[config.mk]
export PLATFORM = sky130hd
export DESIGN_NAME = quoted_printable_encoder_flat
export DESIGN_NICKNAME = d
export VERILOG_FILES = /design/src/qpe_pkg.sv /design/src/qpe_req_if.sv /design/src/qpe_rsp_if.sv /design/src/quoted_printable_encoder.sv /design/src/qpe_encode.sv /design/src/qpe_emit.sv /design/src/flat_wrapper.sv
export SDC_FILE = /design/constraint.sdc
export NUM_CORES = 1
export LEC_CHECK = 0
export BUFFER_PORTS_ARGS = -buffer_cell sky130_fd_sc_hd__buf_4
export CELL_PAD_IN_SITES_DETAIL_PLACEMENT = 1
export CELL_PAD_IN_SITES_GLOBAL_PLACEMENT = 2
export CORE_ASPECT_RATIO = 0.8
export CORE_MARGIN = 3
export CORE_UTILIZATION = 42
export DETAILED_ROUTE_END_ITERATION = 8
export HOLD_SLACK_MARGIN = 0.05
export PLACE_DENSITY_LB_ADDON = 0.1
export SLEW_MARGIN = 20
export SYNTH_ARGS = -nofsm -noshare
export SYNTH_HDL_FRONTEND = slang
export SYNTH_SLANG_ARGS = --single-unit
[constraint.sdc]
create_clock -name clock -period 5.23 [get_ports clock]
set_input_delay 0.523 -clock clock [delete_from_list [all_inputs] [get_ports clock]]
set_output_delay 0.523 -clock clock [all_outputs]
set_load 0.005 [all_outputs]
[src/qpe_pkg.sv]
`timescale 1ns / 1ps

package qpe_pkg;

   localparam int unsigned RUN_MAX = 9;
   localparam int unsigned RUN_COUNT_WIDTH = 4;
   localparam int unsigned BREAK_COLUMN_WIDTH = 7;
   localparam int unsigned COLUMN_WIDTH = 8;

   localparam logic CMD_ENCODE = 1'b0;
   localparam logic CMD_END = 1'b1;

   localparam logic [7:0] CHAR_EQUALS = 8'h3D;
   localparam logic [7:0] CHAR_CR = 8'h0D;
   localparam logic [7:0] CHAR_LF = 8'h0A;
   localparam logic [7:0] CHAR_SPACE = 8'h20;
   localparam logic [7:0] CHAR_TAB = 8'h09;
   localparam logic [7:0] CHAR_DASH = 8'h2D;
   localparam logic [7:0] PRINTABLE_LOW = 8'd32;
   localparam logic [7:0] PRINTABLE_HIGH = 8'd126;
   localparam logic [7:0] ESCAPE_COLUMNS = 8'd3;

   localparam logic [BREAK_COLUMN_WIDTH-1:0] ESCAPE_BREAK_RESET = 7'd72;
   localparam logic [BREAK_COLUMN_WIDTH-1:0] LITERAL_BREAK_RESET = 7'd75;

   typedef enum logic {
      CSR_ESCAPE_BREAK_COLUMN = 1'b0,
      CSR_LITERAL_BREAK_COLUMN = 1'b1
   } csr_index_type;

   typedef logic [7:0] char_type;

   typedef struct packed {
      logic [COLUMN_WIDTH-1:0] column;
      logic after_space;
   } line_state_type;

   typedef struct packed {
      char_type [RUN_MAX-1:0] chars;
      logic [RUN_COUNT_WIDTH-1:0] count;
   } run_type;

   function automatic char_type hex_digit(input logic [3:0] nibble);
      char_type digit;
      if (nibble < 4'd10) begin
         digit = 8'h30 + {4'd0, nibble};
      end else begin
         digit = 8'h37 + {4'd0, nibble};
      end
      return digit;
   endfunction

endpackage

[src/qpe_req_if.sv]
`timescale 1ns / 1ps

interface qpe_req_if;
   logic valid;
   logic ready;
   logic command;
   logic [7:0] in_byte;

   modport source (output valid, output command, output in_byte, input ready);
   modport sink (input valid, input command, input in_byte, output ready);
endinterface

[src/qpe_rsp_if.sv]
`timescale 1ns / 1ps

interface qpe_rsp_if;
   logic valid;
   logic ready;
   logic [7:0] out_char;
   logic last_of_run;

   modport source (output valid, output out_char, output last_of_run, input ready);
   modport sink (input valid, input out_char, input last_of_run, output ready);
endinterface

[src/quoted_printable_encoder.sv]
`timescale 1ns / 1ps

// channel   direction  payload                 handshake
// req_chan  in         command, in_byte        valid / ready
// rsp_chan  out        out_char, last_of_run   valid / ready
// csr_*     in         csr_index, csr_data     csr_write_enable, no wait
//
// One character leaves per cycle from the run buffer while rsp_chan is ready; a
// transaction makes as many characters as its run holds (1 for a literal, 3 for an
// escape, up to 9 with soft breaks; an end command on an empty line makes none).
// The next transaction is taken in the cycle the last character of the run leaves.
// Synchronous reset clears column and space flag, empties the run buffer, and loads the break
// columns with 72 and 75.
// A stalled rsp_chan holds the current character and blocks req_chan.

module quoted_printable_encoder
   import qpe_pkg::*;
(
   input logic clock,
   input logic reset,
   qpe_req_if.sink req_chan,
   qpe_rsp_if.source rsp_chan,
   input logic csr_write_enable,
   input csr_index_type csr_index,
   input logic [BREAK_COLUMN_WIDTH-1:0] csr_data
);

   logic [BREAK_COLUMN_WIDTH-1:0] escape_break_ff, escape_break_in;
   logic [BREAK_COLUMN_WIDTH-1:0] literal_break_ff, literal_break_in;
   line_state_type state_ff, state_in;
   line_state_type state_next;
   run_type run;
   logic accept;
   logic load_ready;

   assign req_chan.ready = load_ready;
   assign accept = req_chan.valid && load_ready;

   qpe_encode u_encode (
      .command (req_chan.command),
      .in_byte (req_chan.in_byte),
      .state (state_ff),
      .escape_break_column (escape_break_ff),
      .literal_break_column (literal_break_ff),
      .run (run),
      .state_next (state_next)
   );

   qpe_emit u_emit (
      .clock (clock),
      .reset (reset),
      .load (accept),
      .run (run),
      .load_ready (load_ready),
      .rsp_chan (rsp_chan)
   );

   always_comb begin
      state_in = accept ? state_next : state_ff;
      escape_break_in = escape_break_ff;
      literal_break_in = literal_break_ff;
      if (csr_write_enable) begin
         unique case (csr_index)
            CSR_ESCAPE_BREAK_COLUMN: escape_break_in = csr_data;
            CSR_LITERAL_BREAK_COLUMN: literal_break_in = csr_data;
            default: ;
         endcase
      end
   end

   always_ff @(posedge clock) begin
      if (reset) begin
         state_ff <= '0;
         escape_break_ff <= ESCAPE_BREAK_RESET;
         literal_break_ff <= LITERAL_BREAK_RESET;
      end else begin
         state_ff <= state_in;
         escape_break_ff <= escape_break_in;
         literal_break_ff <= literal_break_in;
      end
   end

endmodule

[src/qpe_encode.sv]
`timescale 1ns / 1ps

module qpe_encode
   import qpe_pkg::*;
(
   input logic command,
   input logic [7:0] in_byte,
   input line_state_type state,
   input logic [BREAK_COLUMN_WIDTH-1:0] escape_break_column,
   input logic [BREAK_COLUMN_WIDTH-1:0] literal_break_column,
   output run_type run,
   output line_state_type state_next
);

   logic is_escape;
   logic pre_break;
   logic post_break;
   logic [RUN_COUNT_WIDTH-1:0] base;
   logic [COLUMN_WIDTH-1:0] column_base;

   always_comb begin
      is_escape = (in_byte == CHAR_EQUALS) || (in_byte < PRINTABLE_LOW)
         || (in_byte > PRINTABLE_HIGH)
         || ((in_byte == CHAR_DASH) && (state.column == '0))
         || (((in_byte == CHAR_CR) || (in_byte == CHAR_LF)) && state.after_space);
      post_break = (in_byte == CHAR_LF) && state.after_space;
      if (is_escape) begin
         pre_break = state.column > {1'b0, escape_break_column};
      end else begin
         pre_break = state.column > {1'b0, literal_break_column};
      end
      base = pre_break ? RUN_COUNT_WIDTH'(3) : '0;
      column_base = pre_break ? '0 : state.column;

      run.chars = '0;
      run.count = '0;
      state_next = state;

      if (command == CMD_END) begin
         run.chars[0] = CHAR_EQUALS;
         run.chars[1] = CHAR_CR;
         run.chars[2] = CHAR_LF;
         run.count = (state.column != '0) ? RUN_COUNT_WIDTH'(3) : '0;
         state_next.column = '0;
         state_next.after_space = 1'b0;
      end else begin
         if (pre_break) begin
            run.chars[0] = CHAR_EQUALS;
            run.chars[1] = CHAR_CR;
            run.chars[2] = CHAR_LF;
         end
         if (is_escape) begin
            run.chars[base] = CHAR_EQUALS;
            run.chars[base + RUN_COUNT_WIDTH'(1)] = hex_digit(in_byte[7:4]);
            run.chars[base + RUN_COUNT_WIDTH'(2)] = hex_digit(in_byte[3:0]);
            state_next.after_space = 1'b0;
            if (post_break) begin
               run.chars[base + RUN_COUNT_WIDTH'(3)] = CHAR_EQUALS;
               run.chars[base + RUN_COUNT_WIDTH'(4)] = CHAR_CR;
               run.chars[base + RUN_COUNT_WIDTH'(5)] = CHAR_LF;
               run.count = base + RUN_COUNT_WIDTH'(6);
               state_next.column = '0;
            end else begin
               run.count = base + RUN_COUNT_WIDTH'(3);
               state_next.column = column_base + ESCAPE_COLUMNS;
            end
         end else begin
            run.chars[base] = in_byte;
            run.count = base + RUN_COUNT_WIDTH'(1);
            state_next.column = column_base + COLUMN_WIDTH'(1);
            state_next.after_space = (in_byte == CHAR_SPACE) || (in_byte == CHAR_TAB);
         end
      end
   end

endmodule

[src/qpe_emit.sv]
`timescale 1ns / 1ps

module qpe_emit
   import qpe_pkg::*;
(
   input logic clock,
   input logic reset,
   input logic load,
   input run_type run,
   output logic load_ready,
   qpe_rsp_if.source rsp_chan
);

   char_type [RUN_MAX-1:0] chars_ff, chars_in;
   logic [RUN_COUNT_WIDTH-1:0] remaining_ff, remaining_in;
   logic take;

   assign take = rsp_chan.valid && rsp_chan.ready;
   assign rsp_chan.valid = remaining_ff != '0;
   assign rsp_chan.out_char = chars_ff[0];
   assign rsp_chan.last_of_run = remaining_ff == RUN_COUNT_WIDTH'(1);
   assign load_ready = (remaining_ff == '0)
      || ((remaining_ff == RUN_COUNT_WIDTH'(1)) && rsp_chan.ready);

   always_comb begin
      chars_in = chars_ff;
      remaining_in = remaining_ff;
      if (load) begin
         chars_in = run.chars;
         remaining_in = run.count;
      end else if (take) begin
         chars_in = {8'h00, chars_ff[RUN_MAX-1:1]};
         remaining_in = remaining_ff - RUN_COUNT_WIDTH'(1);
      end
   end

   always_ff @(posedge clock) begin
      chars_ff <= chars_in;
      if (reset) begin
         remaining_ff <= '0;
      end else begin
         remaining_ff <= remaining_in;
      end
   end

endmodule
[src/flat_wrapper.sv]
// flat-port wrapper written by rule: the top's interface ports become plain ports
module quoted_printable_encoder_flat import qpe_pkg::*;
  (clock, reset, csr_write_enable, csr_index, csr_data, req_chan_valid, req_chan_command, req_chan_in_byte, req_chan_ready, rsp_chan_valid, rsp_chan_out_char, rsp_chan_last_of_run, rsp_chan_ready);
  qpe_req_if req_chan_i ();
  qpe_rsp_if rsp_chan_i ();
  input logic clock;
  input logic reset;
  input logic csr_write_enable;
  input csr_index_type csr_index;
  input logic [BREAK_COLUMN_WIDTH-1:0] csr_data;
  input wire logic [$bits(req_chan_i.valid)-1:0] req_chan_valid;
  input wire logic [$bits(req_chan_i.command)-1:0] req_chan_command;
  input wire logic [$bits(req_chan_i.in_byte)-1:0] req_chan_in_byte;
  output wire logic [$bits(req_chan_i.ready)-1:0] req_chan_ready;
  output wire logic [$bits(rsp_chan_i.valid)-1:0] rsp_chan_valid;
  output wire logic [$bits(rsp_chan_i.out_char)-1:0] rsp_chan_out_char;
  output wire logic [$bits(rsp_chan_i.last_of_run)-1:0] rsp_chan_last_of_run;
  input wire logic [$bits(rsp_chan_i.ready)-1:0] rsp_chan_ready;
  assign req_chan_i.valid = req_chan_valid;
  assign req_chan_i.command = req_chan_command;
  assign req_chan_i.in_byte = req_chan_in_byte;
  assign req_chan_ready = req_chan_i.ready;
  assign rsp_chan_valid = rsp_chan_i.valid;
  assign rsp_chan_out_char = rsp_chan_i.out_char;
  assign rsp_chan_last_of_run = rsp_chan_i.last_of_run;
  assign rsp_chan_i.ready = rsp_chan_ready;
  quoted_printable_encoder u_core (.clock(clock), .reset(reset), .req_chan(req_chan_i), .rsp_chan(rsp_chan_i), .csr_write_enable(csr_write_enable), .csr_index(csr_index), .csr_data(csr_data));
endmodule
# After elaboration in Yosys (flattened, before gate mapping)
# Index checks and enable logic that the tools add are counted.
# op_classes
mux	39
n_eq_ne	7
add_sub_neg	13
bitwise	13
magnitude_cmp	18
n_reduce_logical	26
# op_table
op	count
$bwmux 72	3
$mux 72	3
$demux 8 s4	6
$mux 8	12
$mux 76	1
$and 54x54->54	1
$not 27->27	2
$not 54->54	1
$mux 48	1
$and 45x45->45	1
$not 45->45	1
$or 15x45->45	1
$or 45x45->45	1
$add 6x4->7 const A	4
$mux 28	1
$and 27x27->27	1
$and 9x27->27	1
$or 27x27->27	1
$eq 8x4->1 const B	3
$eq 8x6->1 const B	3
$mux 24	1
$lt 4x5->1 const B	4
$mux 20	1
$mux 9	2
30 further kinds	60
# totals
regBits	99

# Longest topological paths before layout
# logic_depth
ltp_word	22
mapped_depth	16
mapped_depth_nobuf	15

# By module
# From an unflattened synthesis, not the netlist that was laid out.
# unflattened
hier_cells	567
area_unflattened_um2	6068.3
# modules_own_cells
mod	cells_per_inst	n_inst	area_each_um2	seq_area_each_um2
qpe_emit	196	1	3343.2	2242.2
qpe_encode	271	1	1722.9	0.0
quoted_printable_encoder	100	1	1002.2	460.4

# Least setup slack after synthesis
# No wires, ideal clock.
# synth_path
kind	input to register
start	input req_chan_in_byte[4]
end	register u_core.state_ff[7] in the netlist's numbering
t_required_ns	5.111
setup_slack_ns	2.169
setup_time_ns	0.119
arrival_time_ns	2.942
stages	15
cell_sequence	inv_1 > ha_1 > nand3_1 > a21oi_1 > o31a_2 > or3_1 > buf_6 > mux2i_4 > inv_2 > and2_1 > inv_1 > ha_1 > nand4b_1 > and3_1 > o221a_2
# synth_via
elab_chain_len	11
# synth_lines
item	line_no	rtl
start, declared	flat_wrapper.sv:13	input wire logic [$bits(req_chan_i.in_byte)-1:0] req_chan_in_byte;
$lt 8x6->1 / $eq 8x6->1 (equally long branches)	qpe_encode.sv:22	is_escape = (in_byte == CHAR_EQUALS) || (in_byte < PRINTABLE_LOW)
$logic_or 1x1->1	qpe_encode.sv:22	
$logic_or 1x1->1	qpe_encode.sv:23	|| (in_byte > PRINTABLE_HIGH)
$logic_or 1x1->1	qpe_encode.sv:24	|| ((in_byte == CHAR_DASH) && (state.column == '0))
$logic_or 1x1->1	qpe_encode.sv:25	|| (((in_byte == CHAR_CR) || (in_byte == CHAR_LF)) && state.after_space);
$mux 1	qpe_encode.sv:27	if (is_escape) begin
$mux 8	qpe_encode.sv:33	column_base = pre_break ? '0 : state.column;
$add 8x2->8	qpe_encode.sv:65	state_next.column = column_base + ESCAPE_COLUMNS;
$mux 8	qpe_encode.sv:57	if (post_break) begin
$mux 9 (*)	qpe_encode.sv:52	if (is_escape) begin
$mux 9 (*)	qpe_encode.sv:39	if (command == CMD_END) begin
end signal, assigned	quoted_printable_encoder.sv:77	state_ff <= state_in;
end, declared	quoted_printable_encoder.sv:30	line_state_type state_ff, state_in;
# Every way passes the cells marked *; elsewhere a longest branch is shown, timed or not.
# A chain may end at the register's enable or synchronous reset.

# Worst setup path after layout
# layout_path
start	register u_core.state_ff[4] in the netlist's numbering
end	register u_core.state_ff[5] in the netlist's numbering
# layout_via
elab_chain_len	10
# layout_lines
item	line_no
branches (longest 8 deep; another with $gt 8x7->1)	--
$mux 9 (*)	qpe_encode.sv:52
$mux 9 (*)	qpe_encode.sv:39
# Mark *: on every way between the ends.

==> results.txt <==
The static leakage came out at 2.01 nW. Setup repair after global routing left no endpoint under its margin. The most instantiated library cell after synthesis is sky130_fd_sc_hd__nand2_1.

The arithmetic-cell share of the synthesized area counting full adders, half adders and majority gates is 0.0790. The commonest cells after synthesis are sky130_fd_sc_hd__nand2_1 (67), sky130_fd_sc_hd__edfxtp_1 (53), sky130_fd_sc_hd__a21oi_1 (38), sky130_fd_sc_hd__ha_1 (29). The final hold violation count is 0. After clock tree synthesis, the repair step resized 0 gates. The number of sinks driven by the clock tree came out at 80. After detailed routing, the average wire length per cell comes to 19.8 um. The via-per-instance ratio is 5.67.

After detailed routing, the number of remaining DRC violations is 0. The setup-violating endpoint count in the final report is 0. By area the synthesized netlist is led by sky130_fd_sc_hd__edfxtp_1 (35%), sky130_fd_sc_hd__dfxtp_1 (12%), sky130_fd_sc_hd__ha_1 (7.9%). The H-tree depth came out at 3. The count of final max-slew check failures came out at 0. The floorplan die area came out at 0.0122 sq mm.

The part of the Yosys area used for sequential elements is 0.464. The layout overhead on the synthesized area is 11.6%. TritonCTS built the clock tree.

Counting flops with a built-in enable in the synthesized netlist gives 53. The data arrival time of the critical path is 4.04 ns. The flow ran to the end, and the final reports show no timing, DRC or antenna violations. Port buffering added 32 buffers.

The initial antenna violation count was 0. The width of the die is 123 um. The detailed-route wire length is 12600 um.

The largest area contributor in the netlist is sky130_fd_sc_hd__edfxtp_1. After clock tree synthesis, the clock-pin slew on the worst setup and hold paths is 0.06 ns. The number of I/O pins came out at 33. The CTS buffer count came out at 9. The die extent in y came out at 99.5 um.

The power density normalized to cell area came out at 503 mW/mm^2. The headroom to the max-slew limit came out at 0.452. The instance count of the mapped netlist came out at 478. The maximum number of pins on one net before global-route repair came out at 59. The half-perimeter wire length after detailed placement is 9050 um. The share of flip-flops with an asynchronous set or reset is 0. The critical path class is flop to flop. Dividing the synthesized area by the synthesized cell count gives 9.60 sq um. The via total after detailed routing came out at 3592.

The element type at the critical path start is a flop. Of all nets on the critical path, the largest fanout is 15. The number of nets in the synthesized netlist came out at 529. The starting DRC count in detailed routing is 224.

The number of nets in the finished design is 539. Among all flip-flop cells after synthesis, the most frequent one is sky130_fd_sc_hd__edfxtp_1. The worst register-to-register path has a setup slack of 1.41 ns.

Summed over all failing endpoints, the final setup total negative slack is 0 ns. The netlist uses 60 different library cells. The global placement routability congestion came out at 0.878.

Timing analysis after detailed placement gives a worst setup slack of 1.38 ns. The starting utilization of the core area came out at 0.439. The fraction of layout cells with a size suffix above 1 is 0.148. The peak supply drop came out at 0.416 mV. The total congestion overflow came out at 0. The number of search-and-repair iterations in the first detailed-routing pass came out at 4.

In this run the cell area measured after placement is 0.00482 sq mm. The via count of the first global-routing pass came out at 3673. The wire length of the first global-routing pass came out at 20700 um.

The area inside the core boundary is 0.0104 sq mm. The antenna cell count came out at 0. The tightest min-delay check is of the input port to flop type. After synthesis, the largest family of logic cells by area is simple AND/OR/NAND/NOR gates.

The final-layout worst hold slack is 0.410 ns. The worst path meets setup with 1.41 ns of slack. The later pin in the worst-skew pair is clocked with a latency of 0.35 ns. The minimum clock period after layout is 3.82 ns. The area fraction in and, or, nand and nor cells after synthesis is 0.191. Summing every instance area after synthesis gives 0.00459 sq mm. The compound-gate portion of the synthesized area came to 0.165. The largest clock skew in the final design is 0.00529 ns. The category of the worst setup path capture point is a flop. The required time of the worst setup path came out at 5.46 ns. Counting flops and latches in the post-synthesis netlist gives 80. The remaining number of nets flagged by the antenna check after routing is 0. The clock root buffer master is sky130_fd_sc_hd__clkbuf_16. During synthesis, Yosys emitted a total of 0 warnings.

The top-area cell type share of the netlist area is 0.347. For the pin with the worst max-slew slack, the measured transition is 0.822 ns. The maximum clock frequency came out at 262 MHz.

Counting the fill cells in the layout gives 1190. The mux cell area share after synthesis came out at 0.0136. The share of the synthesized netlist area taken by xor and xnor gates came out at 0.0172. The finished layout cell area came out at 0.00512 sq mm.

The tool flagged a number of max-cap violations equal to 0. In the global route stage, overall resource usage came out at 0.223. The clock passes through at most 2 buffers.

The floorplan row count is 33. The period utilization came out at 0.730. Buffers added to address setup during post-CTS repair amount to 0.

The number of buffers inserted by hold repair at cts came out at 0.
[state kept, by name, summed over array words and instances (netlist names)]
| signal | cells |
|---|---|
| u_core.u_emit.remaining_ff | 4 |
| u_core.u_emit.rsp_chan.out_char | 8 |
| u_core.state_ff | 9 |
| u_core.u_emit.chars_ff | 45 |
| u_core.escape_break_ff | 7 |
| u_core.literal_break_ff | 7 |
[worst paths after layout]
check / cells after the start / endpoint / from
worst max-delay path: 13 / u_core.state_ff[5] / u_core.state_ff[4]
worst min register to register: 2 / u_core.escape_break_ff[1] / u_core.escape_break_ff[1]
worst min-delay path: 3 / u_core.escape_break_ff[6] / csr_data[6]
worst max register to register: 13 / u_core.state_ff[5] / u_core.state_ff[4]
[through the flow]
| step | total power [mW] | utilization | instances |
|---|---|---|---|
| floorplan | 1.68 | - | 478 |
| global placement | 1.91 | 0.461 | 617 |
| detailed placement | 1.94 | 0.461 | 617 |
| CTS | 2.61 | 0.491 | 633 |
| global route | 2.76 | 0.491 | 633 |
| finish | 2.58 | 0.491 | 633 |
[cells in the final DEF (no fill, tap or decap), types with 3 or more instances in the layout]
cell type / count
sky130_fd_sc_hd__a211oi_1: 4
sky130_fd_sc_hd__a21o_1: 4
sky130_fd_sc_hd__a21oi_1: 38
sky130_fd_sc_hd__a22o_1: 15
sky130_fd_sc_hd__a31oi_1: 4
sky130_fd_sc_hd__a32oi_1: 4
sky130_fd_sc_hd__and2_1: 10
sky130_fd_sc_hd__and3_1: 7
sky130_fd_sc_hd__buf_4: 35
sky130_fd_sc_hd__clkbuf_16: 9
sky130_fd_sc_hd__dfxtp_1: 27
sky130_fd_sc_hd__edfxtp_1: 53
sky130_fd_sc_hd__ha_1: 29
sky130_fd_sc_hd__inv_1: 22
sky130_fd_sc_hd__inv_2: 4
sky130_fd_sc_hd__inv_6: 5
sky130_fd_sc_hd__mux2i_1: 4
sky130_fd_sc_hd__nand2_1: 66
sky130_fd_sc_hd__nand2b_1: 3
sky130_fd_sc_hd__nand3_1: 22
sky130_fd_sc_hd__nand4_1: 6
sky130_fd_sc_hd__nand4b_1: 3
sky130_fd_sc_hd__nor2_1: 27
sky130_fd_sc_hd__nor2b_1: 3
sky130_fd_sc_hd__nor3_1: 11
sky130_fd_sc_hd__nor3b_1: 3
sky130_fd_sc_hd__nor4_2: 3
sky130_fd_sc_hd__o211ai_1: 4
sky130_fd_sc_hd__o21ai_0: 22
sky130_fd_sc_hd__xnor2_1: 8
[logic make-up after synthesis]
| kind of cell | after synthesis |
|---|---|
| AO/OA/AOI/OAI | 115 |
| XOR/XNOR | 9 |
| flip-flops | 80 |
| multiplexers | 5 |
| other | 1 |
| buffers and inverters | 62 |
| AND/OR/NAND/NOR | 177 |
| adder cells (fa/ha/maj) | 29 |
[power breakdown]
group | switching (mW) | total [mW] | internal, mW
Sequential | 0.0917 | 1.12 | 1.03
Clock | 0.283 | 0.662 | 0.379
Combinational | 0.485 | 0.796 | 0.311
[per-layer routing]
| metal | vias to the layer above | global-route usage | share of wire |
|---|---|---|---|
| li1 | 1737 | - | - |
| met1 | 1778 | 0.350 | 0.52 |
| met4 | 0 | 0.0654 | 0.0088 |
| met5 | - | 0 | 0 |
| met2 | 67 | 0.304 | 0.41 |
| met3 | 10 | 0.0500 | 0.056 |
[worst max-delay path: stages, from the launching register on]
cell	delay, ns
sky130_fd_sc_hd__dfxtp_1	0.43
sky130_fd_sc_hd__nor4_2	0.43
sky130_fd_sc_hd__a31oi_1	0.17
sky130_fd_sc_hd__nor4b_2	0.33
sky130_fd_sc_hd__or3_1	0.47
sky130_fd_sc_hd__mux2i_4	0.63
sky130_fd_sc_hd__inv_2	0.16
sky130_fd_sc_hd__and2_1	0.22
sky130_fd_sc_hd__inv_1	0.06
sky130_fd_sc_hd__ha_1	0.25
sky130_fd_sc_hd__nor2_1	0.09
sky130_fd_sc_hd__xor2_1	0.14
sky130_fd_sc_hd__a32oi_1	0.23
sky130_fd_sc_hd__a21oi_1	0.09
[cell type report]
class / count / area [sq um] / area share
Sequential cell: 80 / 2130 / 0.416
Multi-Input combinational cell: 336 / 2150 / 0.419
Timing Repair Buffer: 35 / 263 / 0.0513
Inverter: 26 / 97.6 / 0.0190
Tap cell: 140 / 175 / 0.0342
Clock buffer: 9 / 225 / 0.0439
Clock inverter: 7 / 82.6 / 0.0161
(Power assumes the default switching activity.)
